## config.mk

```make
export PLATFORM = sky130hd
export DESIGN_NAME = ept_page_walker_core_flat
export DESIGN_NICKNAME = d
export VERILOG_FILES = /design/src/hdl/ept_pkg.sv /design/src/hdl/ept_req_if.sv /design/src/hdl/ept_rsp_if.sv /design/src/hdl/ept_ctrl.sv /design/src/hdl/ept_dp.sv /design/src/hdl/ept_page_walker_core.sv /design/src/flat_wrapper.sv
export SDC_FILE = /design/constraint.sdc
export NUM_CORES = 1
export LEC_CHECK = 0
export BUFFER_PORTS_ARGS = -buffer_cell sky130_fd_sc_hd__buf_2
export CORE_ASPECT_RATIO = 2
export CORE_MARGIN = 5
export CORE_UTILIZATION = 40
export DETAILED_ROUTE_END_ITERATION = 8
export SLEW_MARGIN = 15
export SYNTH_ARGS = -nofsm -noshare
export SYNTH_HDL_FRONTEND = slang
export SYNTH_SLANG_ARGS = --single-unit
```

## constraint.sdc

```tcl
create_clock -name clock -period 7.3 [get_ports clock]
set_input_delay 0.365 -clock clock [delete_from_list [all_inputs] [get_ports clock]]
set_output_delay 0.365 -clock clock [all_outputs]
set_load 0.02 [all_outputs]
```

## src/hdl/ept_pkg.sv

```systemverilog
package ept_pkg;

   localparam int unsigned GA_W   = 48;
   localparam int unsigned WORD_W = 64;
   localparam int unsigned IDX_W  = 9;
   localparam int unsigned PERM_W = 3;

   // opcode of an input beat
   localparam logic [1:0] OP_TRANSLATE = 2'd0;
   localparam logic [1:0] OP_SET_PERM  = 2'd1;
   localparam logic [1:0] OP_READ_DATA = 2'd2;

   // kind of a result beat
   localparam logic [1:0] KIND_READ  = 2'd0;
   localparam logic [1:0] KIND_WRITE = 2'd1;
   localparam logic [1:0] KIND_DONE  = 2'd2;

   localparam int unsigned SUPERPAGE_BIT = 7;

   // walk level: idle or waiting for the entry of level one to four
   typedef enum logic [2:0] {
      ST_IDLE,
      ST_L1,
      ST_L2,
      ST_L3,
      ST_L4
   } walk_state_type;

   // which result the datapath forms
   typedef enum logic [2:0] {
      RES_READ_ROOT,
      RES_READ_NEXT,
      RES_WRITE,
      RES_FAIL,
      RES_HIT_4K,
      RES_HIT_2M
   } res_sel_type;

   typedef struct packed {
      logic        load_req;
      logic        load_out;
      res_sel_type sel;
      logic [1:0]  level;     // table level of the next read, 0 is the top
   } dp_cmd_type;

   typedef struct packed {
      logic access_set;
      logic superpage;
   } dp_status_type;

   // table index of a guest address at a level, 0 is the top
   function automatic logic [IDX_W-1:0] level_index(input logic [GA_W-1:0] ga,
                                                    input logic [1:0] level);
      logic [IDX_W-1:0] idx;
      case (level)
         2'd0:    idx = ga[47:39];
         2'd1:    idx = ga[38:30];
         2'd2:    idx = ga[29:21];
         default: idx = ga[20:12];
      endcase
      return idx;
   endfunction

endpackage

```

## src/hdl/ept_req_if.sv

```systemverilog
interface ept_req_if;
   import ept_pkg::*;

   logic              valid;
   logic              ready;
   logic [1:0]        opcode;
   logic [GA_W-1:0]   guest_addr;
   logic [PERM_W-1:0] permission;
   logic [WORD_W-1:0] read_data;

   modport source (output valid, output opcode, output guest_addr,
                   output permission, output read_data, input ready);
   modport sink (input valid, input opcode, input guest_addr,
                 input permission, input read_data, output ready);
endinterface

```

## src/hdl/ept_rsp_if.sv

```systemverilog
interface ept_rsp_if;
   import ept_pkg::*;

   logic              valid;
   logic              ready;
   logic [1:0]        kind;
   logic [WORD_W-1:0] mem_addr;
   logic [WORD_W-1:0] write_data;
   logic [WORD_W-1:0] host_addr;
   logic              ok;

   modport source (output valid, output kind, output mem_addr, output write_data,
                   output host_addr, output ok, input ready);
   modport sink (input valid, input kind, input mem_addr, input write_data,
                 input host_addr, input ok, output ready);
endinterface

```

## src/hdl/ept_ctrl.sv

```systemverilog
module ept_ctrl (
   input  logic                   clock,
   input  logic                   reset,
   input  logic                   req_valid,
   input  logic [1:0]             req_opcode,
   input  logic                   rsp_ready,
   input  ept_pkg::dp_status_type status,
   output logic                   req_ready,
   output logic                   rsp_valid,
   output ept_pkg::dp_cmd_type    cmd
);
   import ept_pkg::*;

   walk_state_type state_ff, state_in;
   logic           pending_set_ff, pending_set_in;
   logic           out_valid_ff, out_valid_in;
   logic           fire;
   logic           is_request;
   logic           busy;

   assign req_ready  = !out_valid_ff || rsp_ready;
   assign rsp_valid  = out_valid_ff;
   assign fire       = req_valid && req_ready;
   assign is_request = (req_opcode == OP_TRANSLATE) || (req_opcode == OP_SET_PERM);
   assign busy       = (state_ff != ST_IDLE);

   always_ff @(posedge clock) begin
      if (reset) begin
         state_ff       <= ST_IDLE;
         pending_set_ff <= 1'b0;
         out_valid_ff   <= 1'b0;
      end else begin
         state_ff       <= state_in;
         pending_set_ff <= pending_set_in;
         out_valid_ff   <= out_valid_in;
      end
   end

   always_comb begin
      state_in       = state_ff;
      pending_set_in = pending_set_ff;
      cmd.load_req   = 1'b0;
      cmd.load_out   = 1'b0;
      cmd.sel        = RES_FAIL;
      cmd.level      = 2'd0;

      if (fire) begin
         if (is_request) begin
            cmd.load_out = 1'b1;
            if (!busy) begin
               cmd.load_req   = 1'b1;
               pending_set_in = (req_opcode == OP_SET_PERM);
               state_in       = ST_L1;
               cmd.sel        = RES_READ_ROOT;
            end
         end else if (req_opcode == OP_READ_DATA) begin
            cmd.load_out = 1'b1;
            case (state_ff)
               ST_IDLE: begin
                  cmd.sel = RES_FAIL;
               end
               ST_L1, ST_L2: begin
                  if (status.access_set) begin
                     cmd.sel   = RES_READ_NEXT;
                     cmd.level = (state_ff == ST_L1) ? 2'd1 : 2'd2;
                     state_in  = (state_ff == ST_L1) ? ST_L2 : ST_L3;
                  end else begin
                     state_in = ST_IDLE;
                  end
               end
               ST_L3: begin
                  if (status.superpage) begin
                     state_in = ST_IDLE;
                     if (pending_set_ff)         cmd.sel = RES_WRITE;
                     else if (status.access_set) cmd.sel = RES_HIT_2M;
                     else                        cmd.sel = RES_FAIL;
                  end else if (status.access_set) begin
                     cmd.sel   = RES_READ_NEXT;
                     cmd.level = 2'd3;
                     state_in  = ST_L4;
                  end else begin
                     state_in = ST_IDLE;
                  end
               end
               ST_L4: begin
                  state_in = ST_IDLE;
                  if (pending_set_ff)         cmd.sel = RES_WRITE;
                  else if (status.access_set) cmd.sel = RES_HIT_4K;
                  else                        cmd.sel = RES_FAIL;
               end
               default: begin
                  state_in = ST_IDLE;
               end
            endcase
         end
      end

      if (cmd.load_out)  out_valid_in = 1'b1;
      else if (rsp_ready) out_valid_in = 1'b0;
      else               out_valid_in = out_valid_ff;
   end

   // a new walk starts only from idle
   a_load_idle: assert property (@(posedge clock) disable iff (reset)
      cmd.load_req |-> (state_ff == ST_IDLE))
      else $error("walk started while busy");

   // data arriving while idle leaves the walker idle
   a_idle_data: assert property (@(posedge clock) disable iff (reset)
      (fire && (req_opcode == OP_READ_DATA) && (state_ff == ST_IDLE))
      |=> (state_ff == ST_IDLE))
      else $error("stray data changed the walk");

   // the fourth-level entry always ends the walk
   a_l4_end: assert property (@(posedge clock) disable iff (reset)
      (fire && (req_opcode == OP_READ_DATA) && (state_ff == ST_L4))
      |=> (state_ff == ST_IDLE))
      else $error("walk went past level four");

   // no beat is taken while a result is stuck
   a_no_overrun: assert property (@(posedge clock) disable iff (reset)
      (out_valid_ff && !rsp_ready) |-> !cmd.load_out)
      else $error("result overwritten before delivery");

endmodule

```

## src/hdl/ept_dp.sv

```systemverilog
module ept_dp (
   input  logic                         clock,
   input  logic                         reset,
   input  logic                         csr_write_en,
   input  logic [ept_pkg::WORD_W-1:0]   csr_write_data,
   input  logic [ept_pkg::GA_W-1:0]     in_guest_addr,
   input  logic [ept_pkg::PERM_W-1:0]   in_permission,
   input  logic [ept_pkg::WORD_W-1:0]   in_read_data,
   input  ept_pkg::dp_cmd_type          cmd,
   output ept_pkg::dp_status_type       status,
   output logic [1:0]                   out_kind,
   output logic [ept_pkg::WORD_W-1:0]   out_mem_addr,
   output logic [ept_pkg::WORD_W-1:0]   out_write_data,
   output logic [ept_pkg::WORD_W-1:0]   out_host_addr,
   output logic                         out_ok
);
   import ept_pkg::*;

   logic [WORD_W-1:0] table_root_ff;
   logic [GA_W-1:0]   held_ga_ff, held_ga_in;
   logic [PERM_W-1:0] held_perm_ff, held_perm_in;
   logic [WORD_W-1:0] entry_addr_ff, entry_addr_in;
   logic [1:0]        kind_ff, kind_in;
   logic [WORD_W-1:0] mem_addr_ff, mem_addr_in;
   logic [WORD_W-1:0] wdata_ff, wdata_in;
   logic [WORD_W-1:0] haddr_ff, haddr_in;
   logic              ok_ff, ok_in;

   logic [IDX_W-1:0]  root_idx;
   logic [IDX_W-1:0]  next_idx;
   logic [WORD_W-1:0] root_addr;
   logic [WORD_W-1:0] next_addr;

   assign status.access_set = |in_read_data[PERM_W-1:0];
   assign status.superpage  = in_read_data[SUPERPAGE_BIT];

   assign root_idx  = level_index(in_guest_addr, 2'd0);
   assign next_idx  = level_index(held_ga_ff, cmd.level);
   assign root_addr = table_root_ff + {{(WORD_W-IDX_W-3){1'b0}}, root_idx, 3'b000};
   assign next_addr = {in_read_data[WORD_W-1:12], next_idx, 3'b000};

   always_ff @(posedge clock) begin
      if (reset) begin
         table_root_ff <= '0;
      end else if (csr_write_en) begin
         table_root_ff <= csr_write_data;
      end
      held_ga_ff    <= held_ga_in;
      held_perm_ff  <= held_perm_in;
      entry_addr_ff <= entry_addr_in;
      kind_ff       <= kind_in;
      mem_addr_ff   <= mem_addr_in;
      wdata_ff      <= wdata_in;
      haddr_ff      <= haddr_in;
      ok_ff         <= ok_in;
   end

   always_comb begin
      held_ga_in    = held_ga_ff;
      held_perm_in  = held_perm_ff;
      entry_addr_in = entry_addr_ff;
      kind_in       = kind_ff;
      mem_addr_in   = mem_addr_ff;
      wdata_in      = wdata_ff;
      haddr_in      = haddr_ff;
      ok_in         = ok_ff;

      if (cmd.load_req) begin
         held_ga_in   = in_guest_addr;
         held_perm_in = in_permission;
      end

      if (cmd.load_out) begin
         kind_in     = KIND_DONE;
         mem_addr_in = '0;
         wdata_in    = '0;
         haddr_in    = '0;
         ok_in       = 1'b0;
         case (cmd.sel)
            RES_READ_ROOT: begin
               kind_in       = KIND_READ;
               mem_addr_in   = root_addr;
               entry_addr_in = root_addr;
            end
            RES_READ_NEXT: begin
               kind_in       = KIND_READ;
               mem_addr_in   = next_addr;
               entry_addr_in = next_addr;
            end
            RES_WRITE: begin
               kind_in     = KIND_WRITE;
               mem_addr_in = entry_addr_ff;
               wdata_in    = {in_read_data[WORD_W-1:PERM_W], held_perm_ff};
               ok_in       = 1'b1;
            end
            RES_HIT_4K: begin
               haddr_in = {in_read_data[WORD_W-1:12], held_ga_ff[11:0]};
               ok_in    = 1'b1;
            end
            RES_HIT_2M: begin
               haddr_in = {in_read_data[WORD_W-1:21], held_ga_ff[20:0]};
               ok_in    = 1'b1;
            end
            default: begin
               ok_in = 1'b0;
            end
         endcase
      end
   end

   assign out_kind       = kind_ff;
   assign out_mem_addr   = mem_addr_ff;
   assign out_write_data = wdata_ff;
   assign out_host_addr  = haddr_ff;
   assign out_ok         = ok_ff;

endmodule

```

## src/hdl/ept_page_walker_core.sv

```systemverilog
// Four-level extended page table walker. A translate or set-permission
// request beat on req_chan starts a walk; the walker answers each beat with
// at most one rsp_chan beat: a memory read request for the next entry, a
// memory write of the rewritten leaf, or a finish with the host address and
// ok flag. Entry data read from memory comes back on req_chan as read-data
// beats. A request during a walk and data while idle each get a failed
// finish; opcode three is dropped silently. The result of a beat lands in a
// single output register, so one beat per cycle is taken as long as
// rsp_ready keeps that register draining; the longest path is the 64-bit
// add of table_root and the first index. Write table_root through
// csr_write_en/csr_write_data only while no walk is open.
module ept_page_walker_core (
   input  logic                         clock,
   input  logic                         reset,
   input  logic                         csr_write_en,
   input  logic [ept_pkg::WORD_W-1:0]   csr_write_data,
   ept_req_if.sink                      req_chan,
   ept_rsp_if.source                    rsp_chan
);
   import ept_pkg::*;

   dp_cmd_type    cmd;      // controller to datapath
   dp_status_type status;   // entry flags back to the controller

   // walk level, pending set-permission flag and output valid
   ept_ctrl u_ctrl (
      .clock      (clock),
      .reset      (reset),
      .req_valid  (req_chan.valid),
      .req_opcode (req_chan.opcode),
      .rsp_ready  (rsp_chan.ready),
      .status     (status),
      .req_ready  (req_chan.ready),
      .rsp_valid  (rsp_chan.valid),
      .cmd        (cmd)
   );

   // table root, held request, entry address and the result register
   ept_dp u_dp (
      .clock          (clock),
      .reset          (reset),
      .csr_write_en   (csr_write_en),
      .csr_write_data (csr_write_data),
      .in_guest_addr  (req_chan.guest_addr),
      .in_permission  (req_chan.permission),
      .in_read_data   (req_chan.read_data),
      .cmd            (cmd),
      .status         (status),
      .out_kind       (rsp_chan.kind),
      .out_mem_addr   (rsp_chan.mem_addr),
      .out_write_data (rsp_chan.write_data),
      .out_host_addr  (rsp_chan.host_addr),
      .out_ok         (rsp_chan.ok)
   );

endmodule
```

## src/flat_wrapper.sv

```systemverilog
// flat-port wrapper written by rule: the top's interface ports become plain ports
module ept_page_walker_core_flat import ept_pkg::*;
  (clock, reset, csr_write_en, csr_write_data, req_chan_valid, req_chan_opcode, req_chan_guest_addr, req_chan_permission, req_chan_read_data, req_chan_ready, rsp_chan_valid, rsp_chan_kind, rsp_chan_mem_addr, rsp_chan_write_data, rsp_chan_host_addr, rsp_chan_ok, rsp_chan_ready);
  ept_req_if req_chan_i ();
  ept_rsp_if rsp_chan_i ();
  input  logic clock;
  input  logic reset;
  input  logic csr_write_en;
  input  logic [ept_pkg::WORD_W-1:0] csr_write_data;
  input wire logic [$bits(req_chan_i.valid)-1:0] req_chan_valid;
  input wire logic [$bits(req_chan_i.opcode)-1:0] req_chan_opcode;
  input wire logic [$bits(req_chan_i.guest_addr)-1:0] req_chan_guest_addr;
  input wire logic [$bits(req_chan_i.permission)-1:0] req_chan_permission;
  input wire logic [$bits(req_chan_i.read_data)-1:0] req_chan_read_data;
  output wire logic [$bits(req_chan_i.ready)-1:0] req_chan_ready;
  output wire logic [$bits(rsp_chan_i.valid)-1:0] rsp_chan_valid;
  output wire logic [$bits(rsp_chan_i.kind)-1:0] rsp_chan_kind;
  output wire logic [$bits(rsp_chan_i.mem_addr)-1:0] rsp_chan_mem_addr;
  output wire logic [$bits(rsp_chan_i.write_data)-1:0] rsp_chan_write_data;
  output wire logic [$bits(rsp_chan_i.host_addr)-1:0] rsp_chan_host_addr;
  output wire logic [$bits(rsp_chan_i.ok)-1:0] rsp_chan_ok;
  input wire logic [$bits(rsp_chan_i.ready)-1:0] rsp_chan_ready;
  assign req_chan_i.valid = req_chan_valid;
  assign req_chan_i.opcode = req_chan_opcode;
  assign req_chan_i.guest_addr = req_chan_guest_addr;
  assign req_chan_i.permission = req_chan_permission;
  assign req_chan_i.read_data = req_chan_read_data;
  assign req_chan_ready = req_chan_i.ready;
  assign rsp_chan_valid = rsp_chan_i.valid;
  assign rsp_chan_kind = rsp_chan_i.kind;
  assign rsp_chan_mem_addr = rsp_chan_i.mem_addr;
  assign rsp_chan_write_data = rsp_chan_i.write_data;
  assign rsp_chan_host_addr = rsp_chan_i.host_addr;
  assign rsp_chan_ok = rsp_chan_i.ok;
  assign rsp_chan_i.ready = rsp_chan_ready;
  ept_page_walker_core u_core (.clock(clock), .reset(reset), .csr_write_en(csr_write_en), .csr_write_data(csr_write_data), .req_chan(req_chan_i), .rsp_chan(rsp_chan_i));
endmodule
```

==> results.sh, run 1 <==
export IMPL_status="finished, final reports clean"
export IMPL_die_x_um=150.9
export IMPL_gp_congestion=0.8019
export IMPL_cts_tree="built"
export IMPL_final_util_pct=49.62
export IMPL_crit_path_max_fanout=79
export IMPL_antenna_found_initial=7
export IMPL_critPathMostFrequentCell="o21a_1"
export IMPL_clock_sinks=370
export IMPL_p_per_area_mw_per_mm2=239.0
export IMPL_worst_setup_path_type="reg2reg"
export IMPL_slew_headroom_pct=26.96
export IMPL_internal_power_mw=3.561
export IMPL_synth_distinct_cells=66
export IMPL_hpwl_mm=31.16
export IMPL_numPortBuffers=382
export IMPL_p_leak_nw=7.748
export IMPL_cp_required_ns=7.67
export IMPL_num_vias=11030
export IMPL_tightest_slew_ns=1.087
export IMPL_finalHoldViolations=0
export IMPL_first_global_vias=11270
export IMPL_htreeDepth=2
export IMPL_dpl_cell_area_sq_mm=0.01825
export IMPL_yosys_warnings=0
export IMPL_netSwitchingFraction_pct=23.86
export IMPL_finClkSkew_ns=0.01335
export IMPL_clockRootBuffer="clkbuf_16"
export IMPL_track_usage_pct=19.46
export IMPL_netlist_area_sq_mm=0.01588
export IMPL_firstDrtPassIters=4
export IMPL_first_iter_violations=522
export IMPL_grt_overflow_total=0
export IMPL_die_area_sq_mm=0.04402
export IMPL_rsz0062_at_grt="no"
export IMPL_drive_gt1_share_pct=28.00
export IMPL_start_kind="flip-flop"
export IMPL_netlist_instances=1256
export IMPL_avgViaCountPerCell=5.026
export IMPL_power_frac_comb_pct=9.6
export IMPL_n_fill_cell=3570
export IMPL_critPathCaptureType="flip-flop"
export IMPL_design_portCount=383
export IMPL_grt_pass1_wl_mm=65.44
export IMPL_clk_latency_ns=0.52
export IMPL_synth_ff_type="edfxtp_1"
export IMPL_clkPwrFrac_pct=37.8
export IMPL_coreArea_sq_mm=0.03944
export IMPL_cp_num_buf_inv=1
export IMPL_cts_made_buffers=35
export IMPL_grt_max_degree=122
export IMPL_fin_crit_sh_pct=52.95
export IMPL_num_rows=103
export IMPL_drt_wl_total_mm=44.00
export IMPL_power_switching_mw=1.116
export IMPL_cpMaxStageDelayCell="buf_4"
export IMPL_ctsLongestPathBuffers=3
export IMPL_place_worst_setup_slack_ns=3.373
export IMPL_ys_seq_area_share_pct=65.62
export IMPL_ys_ff_latch=370
export IMPL_yosys_top_cells_area="edfxtp_1 57%, dfxtp_1 8.7%, and2_1 5.0%, mux2i_1 4.3%, nor2_1 3.4%"
export IMPL_hold_path_class="in2reg"
export IMPL_power_mw=4.677
export IMPL_synth_async_reset_ratio_pct=0
export IMPL_ant_nets=0
export IMPL_drc_errors=0
export IMPL_fin_crit_ns=3.866
export IMPL_syn_nets=1453
export IMPL_critPathTopFamily="simple AND/OR/NAND/NOR gates"
export IMPL_max_freq_mhz=258.7
export IMPL_synth_edf_count=301
export IMPL_finalSetupViolCount=0
export IMPL_synth_top_area_share_pct=56.92
export IMPL_start_util_pct=40.27
export IMPL_cp_arrival_ns=4.24
export IMPL_post_cts_buffers=0
export IMPL_die_h_um=291.8
export IMPL_syn_avg_cell_area_sq_um=12.64
export IMPL_peakVddDrop_uv=251.8
export IMPL_final_nets=1835
export IMPL_max_cap_violations=0
export IMPL_slew_viol_final=0
export IMPL_cp_cell_sequence="or3b_1 -> o21a_1 -> nor2b_1 -> nor2b_4 -> buf_4 -> o21bai_2 -> o21a_1 -> a31oi_1"
export IMPL_worst_slack_ns=3.435
export IMPL_fin_setup_tns_ns=0
export IMPL_wl_per_cell_um=20.05
export IMPL_yosysTopAreaCell="edfxtp_1"
export IMPL_max_stage_delay_ns=0.80
export IMPL_areaGrowthSynthToFinish_pct=23.23
export IMPL_seqPwrFrac_pct=52.6
export IMPL_final_area_sq_mm=0.01957
export IMPL_clk_pin_slew_ns=0.07
-- layout by cell type (no fill, tap or decap), drive strengths merged, types with 7 or more instances in the layout --
cell	n
ha	10
nor4	7
nand3	22
edfxtp	301
and2	126
and3	12
inv	11
nand4	13
a22o	9
a21oi	61
nand2	64
a22oi	39
o21ai	73
mux2i	69
nor2	146
a21o	11
xor2	30
dlygate4sd3	22
dfxtp	69
nor3	9
buf	394
clkbuf	55
xnor2	30
-- metal layers --
metal / GRT usage [%] / routed length [um]
met3: 3.571 / 2627
met1: 21.20 / 15940
met4: 5.979 / 1061
met2: 37.27 / 24340
met5: 0 / 27
-- worst paths after layout --
kind / from / slack (ns) / end / cells after the start
setup / recovery: u_core.u_ctrl.state_ff[2] / 3.43 / u_core.u_dp.out_mem_addr[40] / 8
hold reg to reg: u_core.u_dp.table_root_ff[3] / 0.50 / u_core.u_dp.table_root_ff[3] / 2
setup reg to reg: u_core.u_ctrl.state_ff[2] / 3.43 / u_core.u_dp.out_mem_addr[40] / 8
hold / removal: req_chan_guest_addr[33] / 0.02 / u_core.u_dp.held_ga_ff[33] / 1
-- cell usage after synthesis, types with 5 or more instances --
master and n:
and2_1 126, o211ai_1 5, clkbuf_1 38, nand2_1 63, a2bb2oi_1 5, xor2_1 30
buf_6 7, a21o_1 11, xnor2_1 30, nor3_1 7, inv_1 10, nand3_1 22
edfxtp_1 301, o21ai_0 68, dfxtp_1 69, mux2i_1 69, a22o_1 9, and3_1 12
a22oi_1 39, a21oi_1 60, o21ai_1 5, nand4_1 13, ha_1 10, nor2_1 145
buf_2 17, buf_1 7, o2111ai_1 6
-- repair_timing --
| action | CTS | global route |
|---|---|---|
| endpoints found under the hold margin | 22 | 0 |
| gates resized for setup | 0 | 0 |
| hold buffers | 22 | 0 |
-- area by class of cell --
type                    instances  area (sq um)  area share [%]
diodes                          5         12.51         0.06394
clock buffers                  55          1013           5.179
clock inverters                 8         68.82          0.3517
inverters                      11         48.80          0.2494
multi-input cells             804          5122           26.18
flip-flops and latches        370         10420           53.25
well taps                     525         656.9           3.357
repair buffers                416          2225           11.37
-- through the flow --
step                      hold slack, ns  instances
after floorplan                   0.4639       1256
after global placement            0.4816       2104
after detailed placement          0.4896       2104
after CTS                      0.0001819       2189
after global routing           0.0002958       2193
final                            0.02457       2194
-- power by group through the flow --
stage               Combinational (mW)  Clock, mW  Sequential, mW
floorplan                        0.182          0            2.58
global placement                 0.445          0            2.50
detailed placement               0.451          0            2.51
CTS                              0.461       1.82            2.46
global route                     0.492       1.90            2.47
finish                           0.451       1.77            2.46
-- flip-flops by register name (all words and copies together) (netlist names), 2 cells and up --
name                        flops
u_core.u_ctrl.state_ff          3
u_core.u_dp.entry_addr_ff      64
u_core.u_dp.held_ga_ff         39
u_core.u_dp.held_perm_ff        3
u_core.u_dp.out_host_addr      64
u_core.u_dp.out_kind            2
u_core.u_dp.out_mem_addr       64
u_core.u_dp.out_write_data     64
u_core.u_dp.table_root_ff      64
-- cells by family after synthesis --
logic type / count (synthesis) / synth area share, %
adder cells (fa/ha/maj): 11 / 0.9140
XOR/XNOR: 60 / 3.309
AND/OR/NAND/NOR: 424 / 13.59
AO/OA/AOI/OAI: 239 / 9.668
flip-flops: 370 / 65.62
buffers and inverters: 82 / 2.451
multiplexers: 70 / 4.444
-- worst reg2reg max path, delay by kind of cell (launching register included) --
| kind | cells | cell delay, ns |
|---|---|---|
| compound gates | 4 | 0.98 |
| buf+inv | 1 | 0.80 |
| flops | 1 | 0.53 |
| simple gates | 3 | 1.41 |
Note: power is estimated with default switching activity, not from simulation.
==> run 2, diff against run 1 <==
==> constraint.sdc (replaced) <==
create_clock -name clock -period 3.6 [get_ports clock]
set_input_delay 0.18 -clock clock [delete_from_list [all_inputs] [get_ports clock]]
set_output_delay 0.18 -clock clock [all_outputs]
set_load 0.02 [all_outputs]
==> run 2 against run 1 <==
Net effect:
- cell count rose by 6.6%
- largest power group unchanged
- combinational power rose by 140%
- first-iteration DRC count rose by 9.6%
- sequential power rose by 100%
- fmax rose by 28%
- design area rose by 8.2%
- global-route usage rose by 1.5 points
- via count rose by 7.2%
- clock-buffer cell count fell by 4
- critical path type unchanged
- sequential share of layout area fell by 4.0 points
- non-clock buffer count rose by 150
==> results.sh, run 2 (same netlist as run 1, synthesis figures left out) <==
export IMPL_status="finished, final reports clean"
export IMPL_cts_tree="built"
export IMPL_max_stage_delay_ns=0.68
export IMPL_hpwl_mm=32.39
export IMPL_slew_headroom_pct=29.69
export IMPL_cp_required_ns=3.87
export IMPL_final_util_pct=53.68
export IMPL_ant_nets=0
export IMPL_design_portCount=383
export IMPL_fin_setup_tns_ns=0
export IMPL_diodes=0
export IMPL_finClkSkew_ns=0.01950
export IMPL_start_kind="flip-flop"
export IMPL_cp_cell_sequence="nand3_1 -> or3_1 -> nor4_1 -> o2111ai_1 -> xor2_1 -> o21ai_0 -> a31o_1"
export IMPL_clk_latency_ns=0.53
export IMPL_crit_path_max_fanout=6
export IMPL_first_iter_violations=572
export IMPL_grt_max_degree=135
export IMPL_layout_commonest_cell="buf_2"
export IMPL_critPathTopFamily="simple AND/OR/NAND/NOR gates"
export IMPL_cp_num_buf_inv=0
export IMPL_clkPwrFrac_pct=38.4
export IMPL_drt_wl_total_mm=47.18
export IMPL_cp_arrival_ns=3.30
export IMPL_post_cts_buffers=0
export IMPL_fin_crit_ns=3.029
export IMPL_slew_viol_final=0
export IMPL_power_switching_mw=2.342
export IMPL_rsz0062_at_grt="no"
export IMPL_clockRootBuffer="clkbuf_16"
export IMPL_internal_power_mw=7.492
export IMPL_areaGrowthSynthToFinish_pct=33.31
export IMPL_drc_errors=0
export IMPL_final_nets=1985
export IMPL_finalHoldViolations=0
export IMPL_cpMaxStageDelayCell="nor4_1"
export IMPL_num_vias=11820
export IMPL_max_cap_violations=0
export IMPL_place_worst_setup_slack_ns=0.4886
export IMPL_num_rows=103
export IMPL_die_h_um=291.8
export IMPL_wl_per_cell_um=20.17
export IMPL_coreArea_sq_mm=0.03944
export IMPL_cts_made_buffers=35
export IMPL_ctsLongestPathBuffers=3
export IMPL_seqPwrFrac_pct=50.7
export IMPL_grt_overflow_total=0
export IMPL_die_x_um=150.9
export IMPL_power_frac_comb_pct=10.8
export IMPL_layout_common_cells="381 x buf_2, 301 x edfxtp_1, 161 x dlygate4sd3_1"
export IMPL_tightest_slew_ns=1.052
export IMPL_worst_setup_path_type="reg2reg"
export IMPL_fin_crit_sh_pct=84.14
export IMPL_numPortBuffers=382
export IMPL_start_util_pct=40.27
export IMPL_p_per_area_mw_per_mm2=464.6
export IMPL_p_leak_nw=8.449
export IMPL_max_freq_mhz=330.1
export IMPL_avgViaCountPerCell=5.053
export IMPL_first_global_vias=12370
export IMPL_dpl_cell_count=2115
export IMPL_track_usage_pct=21.00
export IMPL_finalSetupViolCount=0
export IMPL_grt_pass1_wl_mm=70.75
export IMPL_netSwitchingFraction_pct=23.82
export IMPL_firstDrtPassIters=5
export IMPL_final_cells=2339
export IMPL_drive_gt1_share_pct=26.96
export IMPL_die_area_sq_mm=0.04402
export IMPL_hold_path_class="in2reg"
export IMPL_clock_sinks=370
export IMPL_antenna_found_initial=1
export IMPL_peakVddDrop_uv=519.7
export IMPL_critPathCaptureType="flip-flop"
export IMPL_gp_congestion=0.8099
export IMPL_worst_slack_ns=0.5710
export IMPL_htreeDepth=2
export IMPL_clk_pin_slew_ns=0.07
## run 2: cell type report
class	instances	area [sq um]
well taps	525	656.9
repair buffers	566	3736
fillers	3411	18270
multi-input cells	804	5140
flip-flops and latches	370	10420
clock buffers	51	1049
clock inverters	12	117.6
inverters	11	45.04
## run 2: power by group through the flow
stage	clock network, mW	registers [mW]	logic [mW]
2_1_floorplan	0	5.22	0.372
3_3_place_gp	0	5.07	0.918
3_5_place_dp	0	5.08	0.932
4_1_cts	3.89	4.99	1.08
5_1_grt	4.06	5.01	1.15
6_report	3.78	4.99	1.06
## run 2: timing repair
item | CTS | global route
hold buffers | 161 | 0
endpoints found under the hold margin | 216 | 0
resized for setup | 0 | 0
## run 2: worst paths after layout
check	slack [ns]	cells past startpoint	endpoint	startpoint
max	0.57	7	u_core.u_dp.out_mem_addr[61]	u_core.u_dp.table_root_ff[43]
min	0.02	2	u_core.u_dp.out_write_data[35]	req_chan_read_data[35]
max reg2reg	0.57	7	u_core.u_dp.out_mem_addr[61]	u_core.u_dp.table_root_ff[43]
min reg2reg	0.50	2	u_core.u_dp.table_root_ff[3]	u_core.u_dp.table_root_ff[3]
## run 2: per-stage QoR
| step | total power [mW] | hold slack [ns] | instance area (sq um) |
|---|---|---|---|
| 2_1_floorplan | 5.594 | 0.2789 | 15910 |
| 3_3_place_gp | 5.992 | 0.3574 | 18390 |
| 3_5_place_dp | 6.013 | 0.3581 | 18390 |
| 4_1_cts | 9.952 | 0.005131 | 21170 |
| 5_1_grt | 10.22 | 0.002217 | 21170 |
| 6_report | 9.834 | 0.02451 | 21170 |
## run 2: worst register-to-register path: cells and delay by family, from the launching register on
family	cells	cell delay, ns
and+or+nand+nor	3	1.35
DFF	1	0.47
xor gates and xnor gates	1	0.30
AOI/OAI and AO/OA	3	0.67
## run 2: per-layer routing
layer	GRT usage (%)	up-vias	share of wire [%]
met4	9.234	0	4.5
li1	-	5652	-
met1	22.95	5660	36
met2	38.95	406	54
met5	0	-	0
met3	3.602	101	6.1
==> run 3, diff against run 2 <==
==> constraint.sdc (replaced) <==
create_clock -name clock -period 3.15 [get_ports clock]
set_input_delay 0.1575 -clock clock [delete_from_list [all_inputs] [get_ports clock]]
set_output_delay 0.1575 -clock clock [all_outputs]
set_load 0.02 [all_outputs]
==> run 3 against run 2 <==
Net effect:
- register-to-register slack worse by 0.30 ns
- fmax is 5.1% higher
- global-route usage is 0.063 points lower
- combinational power up 17%
- critical path type unchanged
==> results.sh, run 3 (same netlist as run 1, synthesis figures left out) <==
export IMPL_finalSetupViolCount=0
export IMPL_tightest_slew_ns=0.8524
export IMPL_status="finished, final reports clean"
export IMPL_antenna_found_initial=5
export IMPL_clock_sinks=370
export IMPL_p_per_area_mw_per_mm2=522.2
export IMPL_slew_headroom_pct=43.13
export IMPL_cts_made_buffers=34
export IMPL_layout_common_cells="380 x buf_2, 301 x edfxtp_1, 165 x dlygate4sd3_1"
export IMPL_cp_arrival_ns=3.12
export IMPL_grt_max_degree=67
export IMPL_final_util_pct=53.99
export IMPL_peakVddDrop_uv=460.2
export IMPL_avgViaCountPerCell=5.009
export IMPL_drive_gt1_share_pct=26.90
export IMPL_grt_pass1_wl_mm=70.43
export IMPL_startpoint="u_core.u_dp.table_root_ff[3]"
export IMPL_die_area_sq_mm=0.04402
export IMPL_seq_area_sq_mm=0.01042
export IMPL_areaGrowthSynthToFinish_pct=34.09
export IMPL_finClkSkew_ns=0.01695
export IMPL_crit_reg2reg_launch="u_core.u_dp.table_root_ff[3]"
export IMPL_clk_pin_slew_ns=0.07
export IMPL_clk_latency_ns=0.53
export IMPL_p_leak_nw=8.477
export IMPL_clockRootBuffer="clkbuf_16"
export IMPL_design_portCount=383
export IMPL_slew_viol_final=0
export IMPL_n_fill_cell=3408
export IMPL_fin_crit_ns=2.883
export IMPL_htreeDepth=2
export IMPL_firstDrtPassIters=5
export IMPL_ctsLongestPathBuffers=3
export IMPL_cp_required_ns=3.39
export IMPL_regToRegEndpoint="u_core.u_dp.out_mem_addr[53]"
export IMPL_drc_errors=0
export IMPL_grt_overflow_total=0
export IMPL_num_vias=11790
export IMPL_die_h_um=291.8
export IMPL_final_area_sq_mm=0.02129
export IMPL_track_usage_pct=20.93
export IMPL_die_x_um=150.9
export IMPL_first_iter_violations=592
export IMPL_fin_crit_sh_pct=91.52
export IMPL_start_kind="flip-flop"
export IMPL_cts_tree="built"
export IMPL_max_cap_violations=0
export IMPL_cp_endpoint="u_core.u_dp.out_mem_addr[53]"
export IMPL_final_nets=1996
export IMPL_fin_hold_ws_ns=0.01837
export IMPL_first_global_vias=12210
export IMPL_dpl_cell_area_sq_mm=0.01851
export IMPL_coreArea_sq_mm=0.03944
export IMPL_start_util_pct=40.27
export IMPL_num_rows=103
export IMPL_ant_nets=0
export IMPL_critPathCaptureType="flip-flop"
export IMPL_crit_path_max_fanout=9
export IMPL_worst_slack_ns=0.2670
export IMPL_place_worst_setup_slack_ns=0.2319
export IMPL_hold_path_class="in2reg"
export IMPL_wl_per_cell_um=20.04
export IMPL_layout_commonest_cell="buf_2"
export IMPL_rsz0062_at_grt="no"
export IMPL_drt_wl_total_mm=47.15
export IMPL_numPortBuffers=382
export IMPL_multiInputGateArea_sq_mm=0.005140
export IMPL_worst_setup_path_type="reg2reg"
export IMPL_r2r_setup_slack_ns=0.27
export IMPL_finalHoldViolations=0
export IMPL_post_cts_buffers=0
export IMPL_gp_congestion=0.8084
export IMPL_max_freq_mhz=346.9
export IMPL_hpwl_mm=33.04
export IMPL_ff2ff_path_depth=11
[run 3: cell types whose count changed in the layout (fill, tap and decap cells not counted), sizes merged]
cell and delta:
buf +8, diode +3, clkbuf -3, dlygate4sd3 +4, clkinv +2
[run 3: repair_timing]
action | in CTS | in global routing
gates resized for setup | 0 | 1
endpoints found under the setup margin | 0 | 3
hold endpoints to repair | 266 | 0
hold buffers | 165 | 0
[run 3: area by class of cell]
| cell class | instances | area share (%) |
|---|---|---|
| Sequential cell | 370 | 48.95 |
| Clock inverter | 14 | 0.5700 |
| Antenna cell | 3 | 0.03526 |
| Tap cell | 525 | 3.085 |
| Inverter | 11 | 0.2115 |
| Timing Repair Buffer | 578 | 18.32 |
| Multi-Input combinational cell | 804 | 24.14 |
| Clock buffer | 48 | 4.683 |
[run 3: through the flow]
stage                     TNS [ns]  total power, mW  cells
after floorplan            -140.11            6.394   1256
after global placement           0            6.859   2123
after detailed placement         0            6.884   2123
after CTS                        0            11.26   2350
after global routing             0            11.54   2352
final                            0            11.12   2353
[run 3: worst min-delay path by stage]
stage / slack, ns / from / cells after the start / end
2_1_floorplan: 0.26 / req_chan_guest_addr[0] / 0 / u_core.u_dp.held_ga_ff[0]
3_3_place_gp: 0.33 / req_chan_guest_addr[9] / 1 / u_core.u_dp.held_ga_ff[9]
3_5_place_dp: 0.34 / req_chan_guest_addr[24] / 1 / u_core.u_dp.held_ga_ff[24]
4_1_cts: 0.003 / req_chan_read_data[17] / 2 / u_core.u_dp.out_write_data[17]
5_1_grt: 0.004 / req_chan_read_data[61] / 2 / u_core.u_dp.out_write_data[61]
6_report: 0.02 / req_chan_read_data[24] / 2 / u_core.u_dp.out_write_data[24]
[run 3: power by group]
| group | switching [mW] | internal (mW) | total, mW |
|---|---|---|---|
| Combinational | 0.731 | 0.506 | 1.24 |
| Sequential | 0.116 | 5.58 | 5.70 |
| Clock | 1.80 | 2.38 | 4.18 |
[run 3: critical path: stages (launching register included)]
cell	delay, ns
dfxtp_1	0.33
ha_1	0.19
inv_1	0.07
fa_1	0.45
nor2b_1	0.19
o2111ai_1	0.15
a21boi_1	0.17
buf_4	0.20
o211a_2	0.37
nand4_1	0.15
xnor2_1	0.20
o21ai_0	0.10
[run 3: routing by layer]
layer | GRT usage [%] | vias up | routed length, um
met3 | 3.665 | 100 | 2577
li1 | - | 5664 | -
met5 | 0 | - | 13
met2 | 39.06 | 406 | 25610
met4 | 9.079 | 2 | 2036
met1 | 22.68 | 5614 | 16910
